File: src/sv/fsa_pkg.sv
`timescale 1ns / 1ps
// types and constants of the fragment slot allocator
// no dependencies
package fsa_pkg;

  localparam logic REQ_CREATE = 1'b0;
  localparam logic REQ_APPEND = 1'b1;

  localparam logic STATUS_OK    = 1'b0;
  localparam logic STATUS_EMPTY = 1'b1;

  // bytes in front of the payload of each fragment
  localparam int FRAG_HEADER = 2;

  typedef struct packed {
    logic        req_type;
    logic [19:0] file_size;
    logic [7:0]  cur_frag;
    logic [7:0]  frag_num;
  } fsa_in_t;

  typedef struct packed {
    logic        status;
    logic [7:0]  frag_out;
    logic [11:0] index_out;
    logic [15:0] node_id;
    logic [7:0]  start_frag;
    logic [7:0]  frag_num_out;
    logic        linked;
  } fsa_out_t;

endpackage

File: src/sv/fragment_slot_allocator_core.sv
`timescale 1ns / 1ps
// fragment slot allocator: create-node and append-byte requests
// depends on fsa_pkg
//
// Each request runs in two steps: one captures the request while the node
// count memory is read at the open fragment, one computes, writes back the
// memory and loads the result register. The next request is taken while a
// result still waits for the output side. Free fragments pop in ascending
// order, so the free list is a counter. At most one fragment is partly full
// at a time; its id is held in a register and its node count in a
// synchronous memory. Links are written to a separate memory. No clearing
// pass is needed after reset.
module fragment_slot_allocator_core #(
  parameter int NUM_FRAGS      = 256,
  parameter int SLOTS_PER_FRAG = 32,
  parameter int FRAG_PAYLOAD   = 4090
) (
  input  logic             clk,
  input  logic             rst_n,
  input  logic             in_valid,
  output logic             in_stall,
  input  fsa_pkg::fsa_in_t in_data,
  output logic             out_valid,
  input  logic             out_stall,
  output fsa_pkg::fsa_out_t out_data
);
  import fsa_pkg::*;

  localparam int FW = $clog2(NUM_FRAGS);
  localparam int CW = $clog2(SLOTS_PER_FRAG + 1);
  localparam logic [FW:0] NF = NUM_FRAGS[FW:0];

  localparam logic S_IDLE = 1'b0;
  localparam logic S_RUN  = 1'b1;

  logic          state_r, state_nxt;
  fsa_in_t       req_r;
  logic [FW:0]   stack_count_r, stack_count_nxt;
  logic          open_vld_r, open_vld_nxt;
  logic [FW-1:0] open_frag_r, open_frag_nxt;
  logic [15:0]   node_counter_r, node_counter_nxt;
  logic          out_valid_r, out_valid_nxt;
  fsa_out_t      out_r, res;

  logic [CW-1:0] cnt_mem [NUM_FRAGS];
  logic [CW-1:0] cnt_rdata_r;
  logic          cnt_we;
  logic [FW-1:0] cnt_waddr;
  logic [CW-1:0] cnt_wdata;

  logic [FW-1:0] next_mem [NUM_FRAGS];
  logic          lnk_we;
  logic [FW-1:0] lnk_waddr;

  logic          accept, commit;
  logic [FW:0]   pop0, pop1;
  logic [23:0]   prod;
  logic signed [25:0] diff;
  logic [19:0]   off;
  logic          full;
  logic [16:0]   cur_ext;
  logic [CW-1:0] new_cnt;

  assign accept   = in_valid && !in_stall;
  assign in_stall = (state_r != S_IDLE);
  assign commit   = (state_r == S_RUN) && (!out_valid_r || !out_stall);
  assign out_valid = out_valid_r;
  assign out_data  = out_r;

  assign pop0    = NF - stack_count_r;
  assign pop1    = pop0 + 1'b1;
  assign prod    = 24'(req_r.frag_num) * 24'(FRAG_PAYLOAD);
  assign diff    = $signed({6'b0, req_r.file_size}) - $signed({2'b0, prod});
  assign off     = diff[25] ? '0 : diff[19:0];
  assign full    = off >= 20'(FRAG_PAYLOAD);
  assign cur_ext = 17'(req_r.cur_frag);

  always_ff @(posedge clk) begin
    if (cnt_we) begin
      cnt_mem[cnt_waddr] <= cnt_wdata;
    end
    cnt_rdata_r <= cnt_mem[open_frag_r];
  end

  always_ff @(posedge clk) begin
    if (lnk_we) begin
      next_mem[lnk_waddr] <= pop0[FW-1:0];
    end
  end

  always_comb begin
    res              = '0;
    stack_count_nxt  = stack_count_r;
    open_vld_nxt     = open_vld_r;
    open_frag_nxt    = open_frag_r;
    node_counter_nxt = node_counter_r;
    cnt_we           = 1'b0;
    cnt_waddr        = open_frag_r;
    cnt_wdata        = '0;
    new_cnt          = '0;
    lnk_we           = 1'b0;
    lnk_waddr        = cur_ext[FW-1:0];
    if (req_r.req_type == REQ_CREATE) begin
      if (stack_count_r == '0 || (!open_vld_r && stack_count_r == (FW+1)'(1))) begin
        res.status = STATUS_EMPTY;
      end else if (open_vld_r) begin
        new_cnt          = cnt_rdata_r + 1'b1;
        res.frag_out     = 8'(open_frag_r);
        res.index_out    = 12'(cnt_rdata_r);
        res.start_frag   = 8'(pop0);
        stack_count_nxt  = stack_count_r - 1'b1;
      end else begin
        new_cnt          = CW'(1);
        res.frag_out     = 8'(pop0);
        res.start_frag   = 8'(pop1);
        open_frag_nxt    = pop0[FW-1:0];
        stack_count_nxt  = stack_count_r - (FW+1)'(2);
      end
      if (res.status == STATUS_OK) begin
        res.node_id      = node_counter_r;
        node_counter_nxt = node_counter_r + 1'b1;
        cnt_we           = commit;
        cnt_waddr        = open_frag_nxt;
        cnt_wdata        = new_cnt;
        open_vld_nxt     = new_cnt < CW'(SLOTS_PER_FRAG);
      end
    end else begin
      res.frag_out     = req_r.cur_frag;
      res.frag_num_out = req_r.frag_num;
      if (!full) begin
        res.index_out = 12'(off + 20'(FRAG_HEADER));
      end else if (stack_count_r == '0) begin
        res.status = STATUS_EMPTY;
      end else begin
        res.frag_out     = 8'(pop0);
        res.index_out    = 12'(FRAG_HEADER);
        res.frag_num_out = req_r.frag_num + 8'd1;
        res.linked       = 1'b1;
        stack_count_nxt  = stack_count_r - 1'b1;
        lnk_we           = commit && (cur_ext < 17'(NUM_FRAGS));
      end
    end
  end

  always_comb begin
    state_nxt     = state_r;
    out_valid_nxt = out_valid_r && out_stall;
    unique case (state_r)
      S_IDLE: begin
        if (accept) begin
          state_nxt = S_RUN;
        end
      end
      S_RUN: begin
        if (commit) begin
          state_nxt     = S_IDLE;
          out_valid_nxt = 1'b1;
        end
      end
      default: state_nxt = S_IDLE;
    endcase
  end

  always_ff @(posedge clk) begin
    if (!rst_n) begin
      state_r        <= S_IDLE;
      stack_count_r  <= NF;
      open_vld_r     <= 1'b0;
      open_frag_r    <= '0;
      node_counter_r <= '0;
      out_valid_r    <= 1'b0;
    end else begin
      state_r     <= state_nxt;
      out_valid_r <= out_valid_nxt;
      if (commit) begin
        stack_count_r  <= stack_count_nxt;
        open_vld_r     <= open_vld_nxt;
        open_frag_r    <= open_frag_nxt;
        node_counter_r <= node_counter_nxt;
      end
    end
  end

  always_ff @(posedge clk) begin
    if (accept) begin
      req_r <= in_data;
    end
    if (commit) begin
      out_r <= res;
    end
  end

endmodule

File: config.mk
export PLATFORM = sky130hd
export DESIGN_NAME = fragment_slot_allocator_core
export DESIGN_NICKNAME = d
export VERILOG_FILES = /design/src/sv/fsa_pkg.sv /design/src/sv/fragment_slot_allocator_core.sv
export SDC_FILE = /design/constraint.sdc
export NUM_CORES = 2
export LEC_CHECK = 0
export CAP_MARGIN = 25
export CORE_ASPECT_RATIO = 0.7
export CORE_MARGIN = 2
export CORE_UTILIZATION = 68
export DETAILED_ROUTE_END_ITERATION = 10
export DONT_BUFFER_PORTS = 1
export HOLD_SLACK_MARGIN = 0.06
export PLACE_DENSITY = 0.88
export SYNTH_ARGS = -nofsm -noshare
export SYNTH_HDL_FRONTEND = slang
export SYNTH_SLANG_ARGS = --single-unit
export TNS_END_PERCENT = 20
File: constraint.sdc
create_clock -name clk -period 14.7 [get_ports clk]
set_input_delay 1.47 -clock clk [delete_from_list [all_inputs] [get_ports clk]]
set_output_delay 1.47 -clock clk [all_outputs]
set_load 0.005 [all_outputs]
==> flow_metrics.tcl <==
set metrics [dict create \
    outcome "complete, but fails checks" \
    failed_checks "slew limit" \
    peakVddDrop_mv 0.234 \
    tightest_slew_ps 1560 \
    achievable-frequency_mhz 110 \
    cp_max_fo 14 \
    grt_usage_pct 37.9 \
    grt_use_met2_pct 60.1 \
    worstSetupStartpointType "flip-flop" \
    finalNonFillerCells 4833 \
    dieArea_um2 103000 \
    crit_required_ps 15380 \
    use_met1_pct 50.9 \
    htreeDepth 4 \
    cts_tree "yes" \
    post_cts_buffers 0 \
    synth_nets 3504 \
    fp.dieW_um 382 \
    cp_slowest_stage_delay_ps 710 \
    seq_area_frac_synth_pct 73.0 \
    ys_ff_latch 1669 \
    synth_cells 3364 \
    crit_slowest_cell "fa_1" \
    wl_per_cell_um 40.5 \
    root_buffer "clkbuf_16" \
    synth_edf_count 1627 \
    first_pass_iters 6 \
    grt-busiest-layer "met2" \
    routed_wl_mm 196 \
    fillCellCount 4806 \
    synth_ff_type "edfxtp_1" \
    antenna_found_initial 15 \
    period_needed_ps 9090 \
    post-route-util_pct 74.7 \
    power_leakage_nw 23.2 \
    ys_types 70 \
    grt_use_met3_pct 10.4 \
    dp_hpwl_mm 101 \
    slew_violations 67 \
    syn_to_final_growth_pct 9.35 \
    cts_hold_buf 0 \
    max_cap_violations 0 \
    first_iter_violations 7443 \
    fin_hold_ws_ps 558 \
    ctsResizeCount 0 \
    grt_max_degree 257 \
    async_flop_share_pct 0 \
    die_h_um 269 \
    numPortBuffers 0 \
    cts_buffers 144 \
    endpoint_kind "flip-flop" \
    crit_type "reg -> reg" \
    tns_ps 0 \
    syn_area_um2 68100 \
    placed_cells 4553 \
    drc_errors 0 \
    crit_top_cell "inv_1" \
    grt_pass1_vias 36724 \
    num-nets-final 3515 \
    finalHoldViolCount 0 \
    coreArea_um2 99600 \
    overflow 0 \
    fin_crit_sh_pct 61.8 \
    yosys_warnings 0 \
    power_density_nw_per_um2 166 \
    report.final.setup_viol 0 \
    start_util_pct 68.3 \
    fin_skew_ps 41.4 \
    gp_congestion 0.899 \
    cts_num_sinks 1669 \
    rsz0062_at_grt "false" \
    drive_gt1_share_pct 22.9 \
    r2r_slack_ps 5610 \
    grt_pass1_wl_mm 271 \
    clkTransAtPathRegs_ps 70 \
    num_vias 37418 \
    relSlewSlack_pct -4.25 \
    clock_path_buffers 3 \
    syn_avg_cell_area_um2 20.2 \
    rows 97 \
    via_per_inst 7.74 \
    io_pins 97 \
    clk-insertion-delay-late_ps 820 \
    worstPathArrival_ps 9770 \
    drtAntennaViolNets 0 \
    hp-class "reg -> reg" \
]
[metal layers]
| layer | up-vias | share of wire (%) |
|---|---|---|
| met5 | - | 0.088 |
| met4 | 22 | 5.5 |
| met3 | 745 | 14 |
| met2 | 3978 | 48 |
| met1 | 18956 | 32 |
| li1 | 13717 | - |
[final cells by class]
type	instances	area [um2]	share of cell area [%]
Timing Repair Buffer	45	618	0.830
Clock buffer	182	3820	5.13
Multi-Input combinational cell	1429	17400	23.4
Sequential cell	1669	49700	66.8
Clock inverter	80	822	1.10
Antenna cell	6	15.0	0.0202
Inverter	86	323	0.434
Tap cell	1336	1670	2.25
[placed cells by master, fill, tap and decap left out, types with 6 or more instances in the layout]
master / synthesis / routed
mux2i_1: 19 / 19
or3_1: 7 / 7
nor2_1: 334 / 330
fa_1: 28 / 28
clkinv_2: 0 / 14
nor3_1: 17 / 17
clkinv_1: 0 / 27
a211oi_1: 9 / 9
clkbuf_1: 123 / 34
nand2_1: 90 / 74
ha_1: 71 / 71
clkinvlp_4: 0 / 7
o21a_1: 6 / 6
a21oi_1: 50 / 49
buf_12: 0 / 8
diode_2: 0 / 6
o211ai_1: 6 / 6
a21o_1: 10 / 10
mux4_2: 510 / 510
xnor2_1: 44 / 44
nand2_2: 0 / 16
buf_4: 0 / 28
buf_16: 0 / 9
o31ai_1: 6 / 6
inv_6: 0 / 11
inv_1: 86 / 85
and3_1: 26 / 26
bufinv_16: 0 / 13
and2_1: 10 / 9
o21bai_1: 6 / 6
xor2_1: 28 / 28
clkbuf_16: 0 / 147
o21ai_0: 34 / 34
nand3_1: 23 / 23
nor2b_1: 9 / 8
dfxtp_1: 42 / 37
nand2b_1: 6 / 6
edfxtp_1: 1627 / 1627
[synth_stat cells, drive strengths merged (5+ instances only)]
| library cell | instances | area [um2] |
|---|---|---|
| xnor2 | 44 | 385 |
| ha | 71 | 888 |
| o211ai | 6 | 45.0 |
| nand2b | 6 | 37.5 |
| dfxtp | 42 | 841 |
| o21bai | 6 | 45.0 |
| nand3 | 23 | 115 |
| nor3 | 17 | 85.1 |
| fa | 28 | 561 |
| clkbuf | 125 | 472 |
| o22ai | 5 | 31.3 |
| nor2b | 9 | 56.3 |
| nor4 | 5 | 37.5 |
| xor2 | 28 | 245 |
| nor2 | 335 | 1260 |
| inv | 86 | 323 |
| a21oi | 50 | 250 |
| o21ai | 35 | 175 |
| o31ai | 7 | 66.3 |
| o21a | 6 | 45.0 |
| mux2i | 19 | 190 |
| edfxtp | 1627 | 48900 |
| a31oi | 6 | 52.6 |
| a211oi | 9 | 67.6 |
| buf | 55 | 218 |
| a21o | 10 | 75.1 |
| nand2 | 91 | 349 |
| and3 | 26 | 163 |
| mux4 | 510 | 11500 |
| or3 | 7 | 43.8 |
| and2 | 10 | 62.6 |
[cells by family after synthesis]
group | share of synthesized area (%)
DFF | 73.0
and+or+nand+nor | 3.55
muxes | 17.2
buffers and inverters | 1.49
AOI/OAI and AO/OA | 1.68
adders and majority gates | 2.13
xor gates and xnor gates | 0.927
[worst paths after layout]
kind                                         from                end  depth (start not counted)
worst min register to register  node_counter_r[9]  node_counter_r[9]                          2
worst max-delay path                     req_r[2]   stack_count_r[8]                         28
worst max register to register           req_r[2]   stack_count_r[8]                         28
worst min-delay path            node_counter_r[9]  node_counter_r[9]                          2
[through the flow]
step	worst slack [ps]	cell area, um2	power, mW
final	5610	74400	12.4
after global routing	5240	74400	12.6
after CTS	5900	74100	12.1
after detailed placement	6060	69500	8.21
after global placement	6390	69400	8.09
after floorplan	4640	68100	7.47
[power breakdown]
group | internal [mW] | leakage (nW) | switching [mW] | total [mW]
Clock | 2.09 | 2.24 | 1.86 | 3.96
Combinational | 1.06 | 5.49 | 1.95 | 3.01
Sequential | 5.32 | 15.5 | 0.0682 | 5.39
Total | 8.47 | 23.2 | 3.89 | 12.4
[critical path: cells and delay by family, from the launching register on]
family                     cells  cell delay [ps]
DFF                            1              470
AOI/OAI and AO/OA             12             3560
muxes                          1              390
adders and majority gates      6             2600
buffers and inverters          4              380
and+or+nand+nor                4             1390
xor gates and xnor gates       1              170
[sequential cells by signal, summed over array words and instances, names as in the netlist, named ones only]
register,count
out_valid,1
open_vld_r,1
cnt_mem,1536
node_counter_r,16
lnk_waddr,8
in_stall,1
cnt_rdata_r,6
req_r,29
out_data,54
stack_count_r,9
Power figures use the tool's default switching activity.
